**config.mk**
```make
export PLATFORM = sky130hd
export DESIGN_NAME = base64_stream_decoder_top
export DESIGN_NICKNAME = d
export VERILOG_FILES = /design/src/rtl/b64d_pkg.sv /design/src/rtl/b64d_sextet.sv /design/src/rtl/b64d_core.sv /design/src/rtl/base64_stream_decoder_top.sv
export SDC_FILE = /design/constraint.sdc
export NUM_CORES = 1
export LEC_CHECK = 0
export BUFFER_PORTS_ARGS = -buffer_cell sky130_fd_sc_hd__buf_2
export CAP_MARGIN = 20
export CORE_MARGIN = 4
export CORE_UTILIZATION = 60
export CTS_BUF_LIST = sky130_fd_sc_hd__clkbuf_8
export DETAILED_ROUTE_END_ITERATION = 6
export GPL_TIMING_DRIVEN = 0
export PLACE_DENSITY = 0.82
export SLEW_MARGIN = 10
export SYNTH_ARGS = -nofsm -noshare
export SYNTH_HDL_FRONTEND = slang
export SYNTH_SLANG_ARGS = --single-unit
```
**constraint.sdc**
```tcl
create_clock -name clock -period 3.75 [get_ports clock]
set_input_delay 0.75 -clock clock [delete_from_list [all_inputs] [get_ports clock]]
set_output_delay 0.75 -clock clock [all_outputs]
set_load 0.02 [all_outputs]
```
**src/rtl/b64d_pkg.sv**
```systemverilog
// b64d_pkg: shared constants and types for the base64 stream decoder.
// Used by b64d_sextet, b64d_core and base64_stream_decoder_top; depends on nothing.
package b64d_pkg;

   // Character codes
   localparam logic [7:0] PAD_CHAR  = 8'h3d;
   localparam logic [7:0] DASH_CHAR = 8'h2d;
   localparam logic [7:0] STAR_CHAR = 8'h2a;
   localparam logic [7:0] UPPER_A   = 8'h41;
   localparam logic [7:0] LOWER_A   = 8'h61;
   localparam logic [7:0] DIGIT_0   = 8'h30;

   localparam logic [7:0] LETTER_COUNT = 8'd26;
   localparam logic [7:0] DIGIT_COUNT  = 8'd10;

   localparam logic [5:0] LOWER_BASE = 6'd26;
   localparam logic [5:0] DIGIT_BASE = 6'd52;
   localparam logic [5:0] DASH_VALUE = 6'd62;
   localparam logic [5:0] STAR_VALUE = 6'd63;

   // Positions within a quartet
   localparam logic [1:0] POS_0 = 2'd0;
   localparam logic [1:0] POS_1 = 2'd1;
   localparam logic [1:0] POS_2 = 2'd2;
   localparam logic [1:0] POS_3 = 2'd3;

   localparam logic [15:0] LIMIT_RESET = 16'hffff;

   typedef struct packed {
      logic       valid;   // character belongs to the alphabet
      logic       pad;     // character is '='
      logic [5:0] value;
   } sextet_type;

   typedef struct packed {
      logic [7:0]  byte_out;
      logic        byte_valid;
      logic        msg_done;
      logic        msg_ok;
      logic [15:0] bytes_written;
   } rsp_type;

endpackage

```
**src/rtl/b64d_sextet.sv**
```systemverilog
// b64d_sextet: maps one ASCII character to its 6-bit alphabet value.
// Depends on b64d_pkg for character codes and sextet_type.
module b64d_sextet (
   input  logic [7:0]           char_in,
   output b64d_pkg::sextet_type sextet
);

   logic [7:0] off_upper;
   logic [7:0] off_lower;
   logic [7:0] off_digit;

   assign off_upper = char_in - b64d_pkg::UPPER_A;
   assign off_lower = char_in - b64d_pkg::LOWER_A;
   assign off_digit = char_in - b64d_pkg::DIGIT_0;

   always_comb begin
      sextet.valid = 1'b1;
      sextet.pad   = 1'b0;
      sextet.value = '0;
      // wrapped offsets fall above the range, so one compare checks both ends
      if (off_upper < b64d_pkg::LETTER_COUNT) begin
         sextet.value = off_upper[5:0];
      end else if (off_lower < b64d_pkg::LETTER_COUNT) begin
         sextet.value = off_lower[5:0] + b64d_pkg::LOWER_BASE;
      end else if (off_digit < b64d_pkg::DIGIT_COUNT) begin
         sextet.value = off_digit[5:0] + b64d_pkg::DIGIT_BASE;
      end else if (char_in == b64d_pkg::DASH_CHAR) begin
         sextet.value = b64d_pkg::DASH_VALUE;
      end else if (char_in == b64d_pkg::STAR_CHAR) begin
         sextet.value = b64d_pkg::STAR_VALUE;
      end else begin
         sextet.valid = 1'b0;
         sextet.pad   = (char_in == b64d_pkg::PAD_CHAR);
      end
   end

endmodule

```
**src/rtl/b64d_core.sv**
```systemverilog
// b64d_core: per-message decode state and the result for one character.
// Depends on b64d_pkg and b64d_sextet.
module b64d_core (
   input  logic                clock,
   input  logic                reset,
   input  logic                enable,     // request moves on to the result register
   input  logic [7:0]          char_in,
   input  logic                last_char,
   input  logic [15:0]         out_limit,
   output b64d_pkg::rsp_type   rsp
);

   b64d_pkg::sextet_type sx;

   logic [1:0]  pos_ff;
   logic [5:0]  held_ff;
   logic        pad_ff;
   logic        failed_ff;
   logic [15:0] count_ff;

   logic [5:0]  held_in;
   logic        pad_in;
   logic        failed_in;
   logic [15:0] count_in;
   logic        have_byte;
   logic [7:0]  byte_val;

   b64d_sextet u_sextet (
      .char_in (char_in),
      .sextet  (sx)
   );

   always_comb begin
      held_in   = held_ff;
      pad_in    = pad_ff;
      failed_in = failed_ff;
      count_in  = count_ff;
      have_byte = 1'b0;
      byte_val  = '0;
      if (!failed_ff) begin
         if (sx.pad) begin
            // '=' in position 2 must be followed by a final '='
            if (pos_ff == b64d_pkg::POS_2 && !last_char) begin
               pad_in = 1'b1;
            end else if (pos_ff == b64d_pkg::POS_3 && last_char) begin
               pad_in = 1'b1;
            end else begin
               failed_in = 1'b1;
            end
         end else if (!sx.valid || pad_ff) begin
            failed_in = 1'b1;
         end else begin
            case (pos_ff)
               b64d_pkg::POS_1: begin
                  byte_val  = {held_ff, sx.value[5:4]};
                  have_byte = 1'b1;
               end
               b64d_pkg::POS_2: begin
                  byte_val  = {held_ff[3:0], sx.value[5:2]};
                  have_byte = 1'b1;
               end
               b64d_pkg::POS_3: begin
                  byte_val  = {held_ff[1:0], sx.value};
                  have_byte = 1'b1;
               end
               default: ;
            endcase
            held_in = sx.value;
         end
         if (have_byte) begin
            if (count_ff < out_limit) begin
               count_in = count_ff + 16'd1;
            end else begin
               have_byte = 1'b0;
            end
         end
         // length 1 modulo 4
         if (last_char && !failed_in && pos_ff == b64d_pkg::POS_0) begin
            failed_in = 1'b1;
         end
      end
   end

   always_comb begin
      rsp.byte_out      = have_byte ? byte_val : 8'd0;
      rsp.byte_valid    = have_byte;
      rsp.msg_done      = last_char;
      rsp.msg_ok        = last_char && !failed_in;
      rsp.bytes_written = last_char ? count_in : 16'd0;
   end

   always_ff @(posedge clock) begin
      if (reset) begin
         pos_ff    <= b64d_pkg::POS_0;
         held_ff   <= '0;
         pad_ff    <= 1'b0;
         failed_ff <= 1'b0;
         count_ff  <= '0;
      end else if (enable) begin
         if (last_char) begin
            pos_ff    <= b64d_pkg::POS_0;
            held_ff   <= '0;
            pad_ff    <= 1'b0;
            failed_ff <= 1'b0;
            count_ff  <= '0;
         end else begin
            pos_ff    <= pos_ff + 2'd1;
            held_ff   <= held_in;
            pad_ff    <= pad_in;
            failed_ff <= failed_in;
            count_ff  <= count_in;
         end
      end
   end

   a_end_clears: assert property (@(posedge clock) disable iff (reset)
      enable && last_char |=> pos_ff == b64d_pkg::POS_0 && count_ff == 16'd0 && !failed_ff)
      else $error("state not cleared after last character");

   a_no_byte_pos0: assert property (@(posedge clock) disable iff (reset)
      rsp.byte_valid |-> pos_ff != b64d_pkg::POS_0 && !failed_ff)
      else $error("byte emitted in position 0 or after failure");

   a_fail_sticks: assert property (@(posedge clock) disable iff (reset)
      enable && failed_ff && !last_char |=> failed_ff)
      else $error("failure cleared before end of message");

   a_count_step: assert property (@(posedge clock) disable iff (reset)
      enable && !last_char |=>
         count_ff == $past(count_ff) || count_ff == $past(count_ff) + 16'd1)
      else $error("byte count jumped");

endmodule

```
**src/rtl/base64_stream_decoder_top.sv**
```systemverilog
// base64_stream_decoder_top: request register, decode core, result register, limit CSR.
// Depends on b64d_pkg and b64d_core.
//
//   channel  direction  handshake            payload
//   req      in         req_valid/req_ready  req_char_in[7:0], req_last_char
//   rsp      out        rsp_valid/rsp_ready  rsp_byte_out[7:0], rsp_byte_valid, rsp_msg_done,
//                                            rsp_msg_ok, rsp_bytes_written[15:0]
//   csr      in         csr_write_en         csr_write_data[15:0] (out_limit)
//
// One request per cycle sustained while the receiver keeps rsp_ready high.
// The decode of a character sits between the request register and the result register;
// message state updates as the request moves into the result register.
// Synchronous reset clears the pipeline, the message state and sets out_limit to 65535.
// A stalled result holds; the request register still fills, so one more request is taken.
module base64_stream_decoder_top (
   input  logic        clock,
   input  logic        reset,
   input  logic        req_valid,
   output logic        req_ready,
   input  logic [7:0]  req_char_in,
   input  logic        req_last_char,
   output logic        rsp_valid,
   input  logic        rsp_ready,
   output logic [7:0]  rsp_byte_out,
   output logic        rsp_byte_valid,
   output logic        rsp_msg_done,
   output logic        rsp_msg_ok,
   output logic [15:0] rsp_bytes_written,
   input  logic        csr_write_en,
   input  logic [15:0] csr_write_data
);

   logic              s1_valid_ff;
   logic [7:0]        s1_char_ff;
   logic              s1_last_ff;
   logic              rsp_valid_ff;
   b64d_pkg::rsp_type rsp_ff;
   b64d_pkg::rsp_type rsp_in;
   logic [15:0]       limit_ff;
   logic              out_free;
   logic              s1_adv;

   assign out_free  = !rsp_valid_ff || rsp_ready;
   assign s1_adv    = s1_valid_ff && out_free;
   assign req_ready = !s1_valid_ff || out_free;

   b64d_core u_core (
      .clock     (clock),
      .reset     (reset),
      .enable    (s1_adv),
      .char_in   (s1_char_ff),
      .last_char (s1_last_ff),
      .out_limit (limit_ff),
      .rsp       (rsp_in)
   );

   always_ff @(posedge clock) begin
      if (reset) begin
         s1_valid_ff  <= 1'b0;
         rsp_valid_ff <= 1'b0;
         limit_ff     <= b64d_pkg::LIMIT_RESET;
      end else begin
         if (csr_write_en) begin
            limit_ff <= csr_write_data;
         end
         if (req_ready) begin
            s1_valid_ff <= req_valid;
         end
         if (out_free) begin
            rsp_valid_ff <= s1_valid_ff;
         end
      end
   end

   // payload: load on advance only
   always_ff @(posedge clock) begin
      if (req_valid && req_ready) begin
         s1_char_ff <= req_char_in;
         s1_last_ff <= req_last_char;
      end
      if (s1_adv) begin
         rsp_ff <= rsp_in;
      end
   end

   assign rsp_valid         = rsp_valid_ff;
   assign rsp_byte_out      = rsp_ff.byte_out;
   assign rsp_byte_valid    = rsp_ff.byte_valid;
   assign rsp_msg_done      = rsp_ff.msg_done;
   assign rsp_msg_ok        = rsp_ff.msg_ok;
   assign rsp_bytes_written = rsp_ff.bytes_written;

endmodule

```
==> Flow_metrics.wiki, run 1 <==
{| class="wikitable"
! Metric !! Value
|-
| Total of fill cells in the finished design || 601
|-
| Area delta synth->final || 13.82%
|-
| Commonest non-fill, non-tap cells in the layout || buf_2 (57), nand2_1 (55), dfxtp_1 (44)
|-
| Multi-input gate area in the final layout || 2516 um2
|-
| Time the final worst path needs with I/O delays and setup || 3.465 ns
|-
| Placement Rows || 32
|-
| Number of nets in the layout || between 600 and 700
|-
| Global placement routability congestion || a little under 0.9
|-
| Flop and latch count out of synthesis || 80
|-
| Vias in the first global route || slightly above 4k
|-
| Hold_buf cts || 0
|-
| Result of the run || completed
|-
| Combined flip-flop and latch cell area || about 2000 um2
|-
| Core utilization of the finished layout || 0.6969
|-
| TritonCTS Buffers || 9
|-
| Antenna violations before repair || 0
|-
| Largest net degree at the start of global routing || 18
|-
| Critical path type || reg2reg
|-
| Mean cell area of the mapped netlist || 9.017 um2
|-
| HPWL after DPL || around 8.8 mm
|-
| Worst-path cell with the longest stage delay || edfxtp_1
|-
| Flop2flop setup slack || 0.29 ns
|-
| Number of remaining DRC errors || 0
|-
| Detailed router's first-iteration violation count || 490
|-
| Most frequent standard cell in the layout excluding fill and tap cells || buf_2
|-
| TritonCTS clock tree || built
|-
| Clock share of power || 0.339
|-
| Worst slew margin relative to its limit || 0.4917
|-
| Critical path depth in cells || 11
|-
| Post-route clock skew || roughly 0.0095 ns
|-
| Netlist cell types || 61
|-
| CTS Root Buffer Type || clkbuf_8
|-
| Highest clock frequency the design can meet || 288.6 MHz
|-
| Start point of the worst min-delay path || u_core.held_ff[5]$_SDFFE_PP0P_
|-
| Die footprint || 9326 um2
|-
| Setup crit end kind || flop
|-
| Cell repeated most along the worst path || clkbuf_2
|-
| Delay contributed by the slowest stage of the critical path || 0.54 ns
|-
| Antenna diode instance count || 0
|-
| Worst VDD drop || between 200 and 250 uV
|-
| Final hold vios || 0
|-
| Dominant delay contributor by cell family on the critical path || compound AO/OA/AOI/OAI gates
|-
| Number of max-slew violations in the final report || 0
|-
| Commonest register cell after synthesis || dfxtp_1
|-
| Crit Reg-Reg Startpoint || s1_char_ff[4]$_DFFE_PP_
|-
| Antenna Violating Nets Remaining || 0
|-
| Placement-stage cell area || between 5000 and 6000 um2
|-
| Share of total power consumed by net switching || 0.2890
|-
| Cells after Synth || 522
|-
| Number of port buffers || 57
|-
| Reg2Reg Capture Point || rsp_bytes_written[14]$_SDFFCE_PN0P_
|-
| Worst Setup Slack post-DPL || -0.1129 ns
|-
| Async set-or-reset flop fraction in the synthesized netlist || 0
|-
| RSZ-0062 raised after global routing || no
|-
| Vias post-DR || roughly 4.4k
|-
| Sinks on the clock net || 80
|-
| Maximum Capacitance Violations || 0
|-
| Gr usage total || 0.2745
|-
| Cells along the critical path || inv_1, ha_1, a21boi_1, o21a_1, o211a_1, o21ai_4, a2111o_1, clkbuf_2, clkbuf_2, o31ai_1, a21oi_1
|-
| Clock-pin slew on the worst setup and hold paths || 0.09 ns
|-
| Nets in the synthesized netlist || a little under 600
|-
| Congestion Overflow GR || 0
|-
| Worst hold path class || reg2reg
|-
| Starting utilization of the core area || 0.6123
|-
| Launching element type of the critical path || flop
|-
| Die Span Y || 96.57 um
|-
| Slew of the pin with the lowest slew margin || approximately 0.76 ns
|-
| Part of the power in registers || 0.530
|-
| PwrDens || 339.1 nW/um2
|-
| Count of warnings emitted by yosys || 0
|-
| Non-Filler Cell Area, Final || 5358 um2
|-
| Global-route wire length before repair || around 20 mm
|-
| Final WS setup || 0.2854 ns
|-
| Power Internal || 1.292 mW
|-
| Bufs and invs on worst path || 3
|-
| Setup violation total in the final timing report || 0
|-
| Part of the cycle the worst path needs || 0.9239
|-
| # IOs || 59
|-
| Critical-path maximum fanout || 10
|-
| Logic pwr share || 0.132
|-
| Total net switching power || 0.5251 mW
|-
| Sum of internal, switching and leakage power || about 1.8 mW
|-
| Width of the die || 96.57 um
|-
| Routed wire length per instance || 17.49 um
|-
| End point of the most critical hold path || u_core.held_ff[5]$_SDFFE_PP0P_
|-
| Data required, critical path || 3.85 ns
|-
| Sequential cell area fraction in the yosys report || 0.4168
|-
| EDFF count, synth || 36
|-
| Clock latency on the worst-skew pair || 0.36 ns
|-
| Via count normalized by instance count || ~6.3
|-
| Fraction of final layout cells with drive strength greater than 1 || 0.1477
|-
| Number of stages on the worst hold path || 2
|-
| Post-Syn Area || roughly 4700 um2
|-
| Worst-case reg-to-reg path depth || 11
|-
| Worst endpoint data arrival time || 3.56 ns
|-
| Maximum clock path buffer count || 2
|-
| CTS H-tree depth || 3
|-
| Total routed wirelength || about 12 mm
|-
| Drt pass-1 iters || 7
|-
| Area of the core || 7687 um2
|-
| Leakage power || 2.138 nW
|}
[worst max-delay path by stage]
stage / to / start
after floorplan: rsp_bytes_written[1]$_SDFFCE_PN0P_ / s1_char_ff[4]$_DFFE_PP_
after global placement: rsp_bytes_written[1]$_SDFFCE_PN0P_ / s1_char_ff[4]$_DFFE_PP_
after detailed placement: rsp_bytes_written[1]$_SDFFCE_PN0P_ / s1_char_ff[4]$_DFFE_PP_
after CTS: rsp_bytes_written[8]$_SDFFCE_PN0P_ / s1_char_ff[4]$_DFFE_PP_
after global routing: rsp_bytes_written[8]$_SDFFCE_PN0P_ / s1_char_ff[4]$_DFFE_PP_
final: rsp_bytes_written[14]$_SDFFCE_PN0P_ / s1_char_ff[4]$_DFFE_PP_
[area by class of cell]
type,count,area share
flip-flops and latches,80,0.3662
inverters,34,0.02382
plain buffers,31,0.02289
multi-input cells,377,0.4696
clock buffers,10,0.02569
well taps,102,0.02382
clock inverters,6,0.009575
repair buffers,58,0.05838
[routing by layer]
layer	wire length, um	global-route usage
met2	5470	0.4305
met1	5417	0.3946
met5	0	0
met4	151	0.08294
met3	1170	0.03796
[registers in the layout, summed over array words and instances, names as in the netlist]
register and count:
limit_ff 16, rsp_byte_out 8, rsp_byte_valid 1, rsp_bytes_written 16
rsp_msg_done 1, rsp_msg_ok 1, rsp_valid 1, s1_char_ff 8
s1_last_ff 1, s1_valid_ff 1, u_core.count_ff 16, u_core.failed_ff 1
u_core.held_ff 6, u_core.pad_ff 1, u_core.pos_ff 2
[repair_timing]
item                       in CTS  in global routing
setup endpoints to repair      10                 27
buffers inserted                0                  0
gates resized for setup         3                  8
[through the flow]
| step | std cells | TNS, ns | hold slack [ns] |
|---|---|---|---|
| after CTS | 698 | 0 | 0.4820 |
| after global routing | 698 | 0 | 0.5043 |
| after detailed placement | 682 | -0.1365 | 0.4628 |
| after global placement | 681 | 0 | 0.4470 |
| final | 698 | 0 | 0.4834 |
| after floorplan | 522 | 0 | 0.4332 |
[cells in the mapped netlist (4+ instances only)]
cell type  count  area, um2
clkbuf_1      28      105.1
mux2i_1       10      100.1
o21a_1         5      37.54
nand3_1       20      100.1
a21oi_1       30      150.1
edfxtp_1      36       1081
and3_1         7      43.79
or4_1         13      97.59
a31oi_1       16      100.1
o211ai_1      25      187.7
nand2_1       55      206.5
or3_1         11      68.82
ha_1          33      412.9
o21ai_0       28      140.1
o311ai_0       4      35.03
xnor2_1        5      43.79
dfxtp_1       44      880.8
nand4_1        7      43.79
a211oi_1       5      37.54
nor3_1        10      50.05
inv_1         33      123.9
nor2_1        33      123.9
[power groups by stage]
| stage | combinational (mW) | sequential (mW) | clock [mW] |
|---|---|---|---|
| finish | 0.239 | 0.962 | 0.615 |
| global placement | 0.221 | 0.981 | 0 |
| CTS | 0.235 | 0.962 | 0.617 |
| detailed placement | 0.232 | 0.982 | 0 |
| global route | 0.265 | 0.966 | 0.666 |
| floorplan | 0.142 | 0.993 | 0 |
[worst register-to-register path: cells and delay by family (launching register included)]
| family | cells | cell delay [ns] |
|---|---|---|
| adders and majority gates | 1 | 0.27 |
| DFF | 1 | 0.54 |
| buffers and inverters | 3 | 0.65 |
| AOI/OAI and AO/OA | 7 | 1.75 |
[cell families (layout without fill, tap and decap cells)]
kind of cell,Yosys count,after routing,share of synthesized area
fa+ha+maj,33,33,0.08772
xor+xnor,8,8,0.01489
mux,10,10,0.02127
compound gates,151,151,0.2164
simple gates,175,175,0.1911
buf+inv,65,139,0.05183
flops,80,80,0.4168
No activity file was read; power rests on OpenSTA's default activity.
==> run 2: changes to the inputs <==
--- a/config.mk
+++ b/config.mk
@@ -7,12 +7,15 @@
 export LEC_CHECK = 0
 export BUFFER_PORTS_ARGS = -buffer_cell sky130_fd_sc_hd__buf_2
 export CAP_MARGIN = 20
+export CELL_PAD_IN_SITES_DETAIL_PLACEMENT = 1
+export CELL_PAD_IN_SITES_GLOBAL_PLACEMENT = 1
 export CORE_MARGIN = 4
-export CORE_UTILIZATION = 60
+export CORE_UTILIZATION = 46
 export CTS_BUF_LIST = sky130_fd_sc_hd__clkbuf_8
 export DETAILED_ROUTE_END_ITERATION = 6
 export GPL_TIMING_DRIVEN = 0
-export PLACE_DENSITY = 0.82
+export PLACE_DENSITY = 0.88
+export SKIP_CTS_REPAIR_TIMING = 1
 export SLEW_MARGIN = 10
 export SYNTH_ARGS = -nofsm -noshare
 export SYNTH_HDL_FRONTEND = slang
==> run 2 against run 1 <==
Net effect:
- via count increased by 2.1%
- maximum frequency decreased by 2.0%
- design area increased by 1.8%
- setup slack got worse by 0.071 ns
- register-to-register slack got worse by 0.07 ns
- critical endpoint unchanged
- largest cell class unchanged
==> Flow_metrics.wiki, run 2 (synthesized netlist as in run 1, its figures left out) <==
{| class="wikitable"
! Metric !! Value
|-
| Worst slew margin relative to its limit || 0.4381
|-
| Starting utilization of the core area || 0.4772
|-
| Detailed router's first-iteration violation count || 258
|-
| Leakage power || roughly 2.2 nW
|-
| CTS H-tree depth || 3
|-
| Highest clock frequency the design can meet || between 200 and 300 MHz
|-
| Critical-path maximum fanout || 10
|-
| CTS Root Buffer Type || clkbuf_8
|-
| Die footprint || between 10000 and 15000 um2
|-
| Number of remaining DRC errors || 0
|-
| RSZ-0062 raised after global routing || no
|-
| Global placement routability congestion || ~0.89
|-
| Area delta synth->final || 15.87%
|-
| Setup violation total in the final timing report || 0
|-
| Final hold vios || 0
|-
| Sinks on the clock net || 80
|-
| Number of port buffers || 57
|-
| Congestion Overflow GR || 0
|-
| Gr usage total || 0.2530
|-
| Vias in the first global route || between 4k and 5k
|-
| Largest net degree at the start of global routing || 18
|-
| Data required, critical path || 3.86 ns
|-
| Area of the core || 9864 um2
|-
| Time the final worst path needs with I/O delays and setup || 3.536 ns
|-
| Maximum Capacitance Violations || 0
|-
| Final WS setup || 0.2141 ns
|-
| Antenna violations before repair || 0
|-
| Width of the die || around 110 um
|-
| Instance count after placement with tap cells included || 713
|-
| Worst endpoint data arrival time || 3.65 ns
|-
| Die Span Y || 109.2 um
|-
| Most frequent standard cell in the layout excluding fill and tap cells || buf_2
|-
| Fraction of final layout cells with drive strength greater than 1 || 0.1443
|-
| Part of the cycle the worst path needs || 0.9429
|-
| Critical path type || reg2reg
|-
| Slew of the pin with the lowest slew margin || 0.8419 ns
|-
| Number of max-slew violations in the final report || 0
|-
| Clock latency on the worst-skew pair || 0.38 ns
|-
| Result of the run || completed
|-
| Total of fill cells in the finished design || 1192
|-
| Total routed wirelength || 14.30 mm
|-
| Antenna diode instance count || 0
|-
| Vias post-DR || 4464
|-
| TritonCTS Buffers || 9
|-
| PwrDens || 371.7 nW/um2
|-
| Worst VDD drop || 231.4 uV
|-
| Worst hold path class || reg2reg
|-
| Post-route clock skew || between 0.009 and 0.01 ns
|-
| Clock-pin slew on the worst setup and hold paths || 0.08 ns
|-
| TritonCTS clock tree || built
|-
| Drt pass-1 iters || 5
|-
| Setup crit end kind || flop
|-
| Placement Rows || 36
|-
| Global-route wire length before repair || between 20 and 25 mm
|-
| Via count normalized by instance count || slightly above 6
|-
| Worst Setup Slack post-DPL || -0.2515 ns
|-
| Routed wire length per instance || 19.62 um
|-
| Sum of internal, switching and leakage power || 2.027 mW
|-
| Commonest non-fill, non-tap cells in the layout || buf_2 (57), nand2_1 (55), dfxtp_1 (44)
|-
| Launching element type of the critical path || flop
|-
| Maximum clock path buffer count || 2
|-
| Post-route insts no fill || 729
|-
| HPWL after DPL || roughly 10 mm
|-
| # IOs || 59
|-
| Antenna Violating Nets Remaining || 0
|-
| Number of nets in the layout || about 650
|}
## run 2: changes by cell type in the layout (fill, tap and decap cells not counted), sizes merged
cell	change
bufinv	+3
inv	-1
clkbuf	+1
clkinvlp	-3
## run 2: through the flow
stage,area [um2],utilization,setup TNS (ns),hold slack [ns]
2_1_floorplan,4707,-,0,0.4332
3_3_place_gp,5159,0.5230,-0.1450,0.4459
3_5_place_dp,5186,0.5257,-1.403,0.4660
4_1_cts,5440,0.5515,-1.906,0.4900
5_1_grt,5454,0.5529,0,0.5146
6_report,5454,0.5529,0,0.4960
## run 2: report_power, final
group | internal, mW | total (mW) | switching [mW] | leakage, nW
registers | 0.942 | 0.964 | 0.0222 | 0.705
logic | 0.0824 | 0.245 | 0.163 | 1.34
clock network | 0.479 | 0.818 | 0.339 | 0.131
total | 1.50 | 2.03 | 0.524 | 2.18
## run 2: layer usage
metal  GRT usage  share of wire  vias to the layer above  routed length [um]
met5           0              0                        -                   0
met4     0.08476          0.019                        0                 269
met3     0.04144          0.052                       26                 742
met2      0.4250           0.48                      137                6905
met1      0.3308           0.45                     2204                6383
li1            -              -                     2097                   -
## run 2: final timing paths
path / startpoint / to / slack (ns) / cells after the start
hold reg to reg: u_core.held_ff[4]$_SDFFE_PP0P_ / u_core.held_ff[4]$_SDFFE_PP0P_ / 0.50 / 2
setup reg to reg: s1_char_ff[1]$_DFFE_PP_ / rsp_bytes_written[14]$_SDFFCE_PN0P_ / 0.21 / 11
setup / recovery: s1_char_ff[1]$_DFFE_PP_ / rsp_bytes_written[14]$_SDFFCE_PN0P_ / 0.21 / 11
hold / removal: u_core.held_ff[4]$_SDFFE_PP0P_ / u_core.held_ff[4]$_SDFFE_PP0P_ / 0.50 / 2
## run 2: area by class of cell
class | count | area, um2 | area share
Timing Repair Buffer | 58 | 312.8 | 0.05735
Clock buffer | 11 | 151.4 | 0.02776
Buffer | 31 | 122.6 | 0.02248
Sequential cell | 80 | 1962 | 0.3597
Clock inverter | 5 | 102.6 | 0.01881
Multi-Input combinational cell | 377 | 2509 | 0.4600
Tap cell | 133 | 166.4 | 0.03051
Inverter | 34 | 127.6 | 0.02340
## run 2: worst max-delay path: stages, from the launching register on
cell and delay [ns]:
edfxtp_1 0.51, inv_1 0.13, ha_1 0.27, xnor2_1 0.40
nand2_1 0.15, nand3_1 0.24, a21oi_1 0.17, a2111o_1 0.51
clkbuf_2 0.24, clkbuf_2 0.27, o31ai_1 0.29, a21oi_1 0.09
==> run 3: changes to the inputs <==
--- a/config.mk
+++ b/config.mk
@@ -11,7 +11,7 @@
 export CELL_PAD_IN_SITES_GLOBAL_PLACEMENT = 1
 export CORE_MARGIN = 4
 export CORE_UTILIZATION = 46
-export CTS_BUF_LIST = sky130_fd_sc_hd__clkbuf_8
+export CTS_BUF_LIST = sky130_fd_sc_hd__clkbuf_4
 export DETAILED_ROUTE_END_ITERATION = 6
 export GPL_TIMING_DRIVEN = 0
 export PLACE_DENSITY = 0.88
==> run 3 against run 2 <==
Net effect:
- flip-flop and latch count unchanged
- highest routed layer unchanged
- utilization is 0.74 points lower
- hold slack got worse by 0.039 ns
- largest cell class unchanged
- global-route usage fell by 0.12 points
- total power down 7.7%
- setup slack improved by 0.023 ns
- first-iteration DRC count increased by 9.3%
- register-to-register slack improved by 0.02 ns
- maximum frequency up 0.67%
- wire length shrank 0.60%
==> Flow_metrics.wiki, run 3 (synthesized netlist as in run 1, its figures left out) <==
{| class="wikitable"
! Metric !! Value
|-
| Gr usage total || 0.2519
|-
| HPWL after DPL || 10.47 mm
|-
| Global-route wire length before repair || 23.28 mm
|-
| Start point of the worst min-delay path || req_char_in[0]
|-
| CP startpoint || s1_char_ff[1]$_DFFE_PP_
|-
| Part of the cycle the worst path needs || 0.9367
|-
| Via count normalized by instance count || 6.086
|-
| Sinks on the clock net || 80
|-
| Congestion Overflow GR || 0
|-
| CTS Root Buffer Type || clkbuf_4
|-
| CTS H-tree depth || 3
|-
| Post-route clock skew || about 0.015 ns
|-
| Share of total power consumed by net switching || 0.2689
|-
| Post-route insts no fill || 729
|-
| Power Internal || 1.368 mW
|-
| Clock share of power || 0.353
|-
| Maximum Capacitance Violations || 0
|-
| PwrDens || 347.7 nW/um2
|-
| Worst-case reg-to-reg path depth || 11
|-
| Final hold vios || 0
|-
| Antenna diode instance count || 0
|-
| Fraction of final layout cells with drive strength greater than 1 || 0.1426
|-
| Launching element type of the critical path || flop
|-
| Total net switching power || 0.5031 mW
|-
| TritonCTS Buffers || 9
|-
| Critical-path maximum fanout || 10
|-
| Slew of the pin with the lowest slew margin || 0.8157 ns
|-
| Crit path to || rsp_bytes_written[14]$_SDFFCE_PN0P_
|-
| Global placement routability congestion || 0.8879
|-
| Total routed wirelength || 14.22 mm
|-
| Critical path type || reg2reg
|-
| # IOs || between 50 and 60
|-
| Setup violation total in the final timing report || 0
|-
| WHS || 0.4567 ns
|-
| Clock latency on the worst-skew pair || 0.46 ns
|-
| Number of remaining DRC errors || 0
|-
| Clock-pin slew on the worst setup and hold paths || 0.14 ns
|-
| Result of the run || completed
|-
| Sum of internal, switching and leakage power || roughly 1.9 mW
|-
| Die Span Y || around 110 um
|-
| Die footprint || 11910 um2
|-
| TritonCTS clock tree || built
|-
| Reg2Reg Capture Point || rsp_bytes_written[14]$_SDFFCE_PN0P_
|-
| Antenna violations before repair || 0
|-
| Vias in the first global route || between 4k and 5k
|-
| Cells along the critical path || inv_1, ha_1, xnor2_1, nand2_1, nand3_1, a21oi_1, a2111o_1, clkbuf_2, clkbuf_2, o31ai_1, a21oi_1
|-
| Dominant delay contributor by cell family on the critical path || compound AO/OA/AOI/OAI gates
|-
| Area of the core || 9864 um2
|-
| Setup crit end kind || flop
|-
| Commonest non-fill, non-tap cells in the layout || buf_2 (57), nand2_1 (55), dfxtp_1 (44)
|-
| Vias post-DR || approximately 4.4k
|-
| Largest net degree at the start of global routing || 18
|-
| Time the final worst path needs with I/O delays and setup || 3.513 ns
|-
| Starting utilization of the core area || 0.4772
|-
| Part of the power in registers || 0.516
|-
| Most frequent standard cell in the layout excluding fill and tap cells || buf_2
|-
| Flop2flop setup slack || 0.24 ns
|-
| Worst hold path class || in2reg
|-
| Placement Rows || 36
|-
| Highest clock frequency the design can meet || roughly 280 MHz
|-
| Core utilization of the finished layout || 0.5455
|-
| Worst-path cell with the longest stage delay || edfxtp_1
|-
| Data required, critical path || just under 4 ns
|-
| Number of max-slew violations in the final report || 0
|-
| Logic pwr share || 0.131
|-
| Number of port buffers || 57
|-
| Detailed router's first-iteration violation count || 282
|-
| Maximum clock path buffer count || 2
|-
| Routed wire length per instance || 19.50 um
|-
| Worst endpoint data arrival time || 3.71 ns
|-
| Drt pass-1 iters || 5
|-
| Antenna Violating Nets Remaining || 0
|-
| Crit Reg-Reg Startpoint || s1_char_ff[1]$_DFFE_PP_
|-
| Leakage power || 2.141 nW
|-
| Bufs and invs on worst path || 3
|-
| Instance count after placement with tap cells included || 713
|-
| Area delta synth->final || 14.33%
|-
| Width of the die || between 100 and 150 um
|-
| Number of nets in the layout || 654
|-
| RSZ-0062 raised after global routing || no
|-
| Delay contributed by the slowest stage of the critical path || 0.53 ns
|-
| Critical path depth in cells || 11
|-
| Worst VDD drop || 156.2 uV
|-
| Worst slew margin relative to its limit || 0.4556
|}
run 3: worst min path at each step:
stage	end	slack [ns]	depth (start not counted)
finish	s1_char_ff[0]$_DFFE_PP_	0.46	1
floorplan	limit_ff[0]$_SDFFE_PP1P_	0.43	2
global placement	u_core.held_ff[5]$_SDFFE_PP0P_	0.45	2
global route	s1_char_ff[0]$_DFFE_PP_	0.45	1
detailed placement	u_core.held_ff[4]$_SDFFE_PP0P_	0.47	2
CTS	s1_char_ff[0]$_DFFE_PP_	0.44	1
run 3: layout make-up:
| type | count | area (um2) |
|---|---|---|
| timing repair buffer | 58 | 312.8 |
| tap | 133 | 166.4 |
| sequential | 80 | 1962 |
| fill | 1186 | 4483 |
| clock buffer | 10 | 75.07 |
| clock inverter | 6 | 106.4 |
| inverter | 34 | 127.6 |
| buffer | 31 | 122.6 |
| multi-input combinational | 377 | 2509 |
run 3: metal layers:
metal | up-vias | GRT usage | part of all wire
met5 | - | 0 | 0
met4 | 0 | 0.09558 | 0.019
met3 | 23 | 0.03256 | 0.049
met2 | 131 | 0.4215 | 0.48
met1 | 2192 | 0.3315 | 0.45
li1 | 2091 | - | -
run 3: power groups by stage:
stage	Clock (mW)	Combinational (mW)	Sequential (mW)
after floorplan	0	0.142	0.993
after detailed placement	0	0.241	0.984
after global placement	0	0.224	0.982
final	0.660	0.246	0.965
after CTS	0.670	0.244	0.965
after global routing	0.707	0.272	0.969
run 3: stage by stage:
step / worst slack (ns) / TNS (ns) / instance area [um2]
2_1_floorplan: 0.7180 / 0 / 4707
3_3_place_gp: -0.05989 / -0.1450 / 5159
3_5_place_dp: -0.2515 / -1.403 / 5186
4_1_cts: -0.2600 / -1.954 / 5368
5_1_grt: 0.01253 / 0 / 5381
6_report: 0.2375 / 0 / 5381
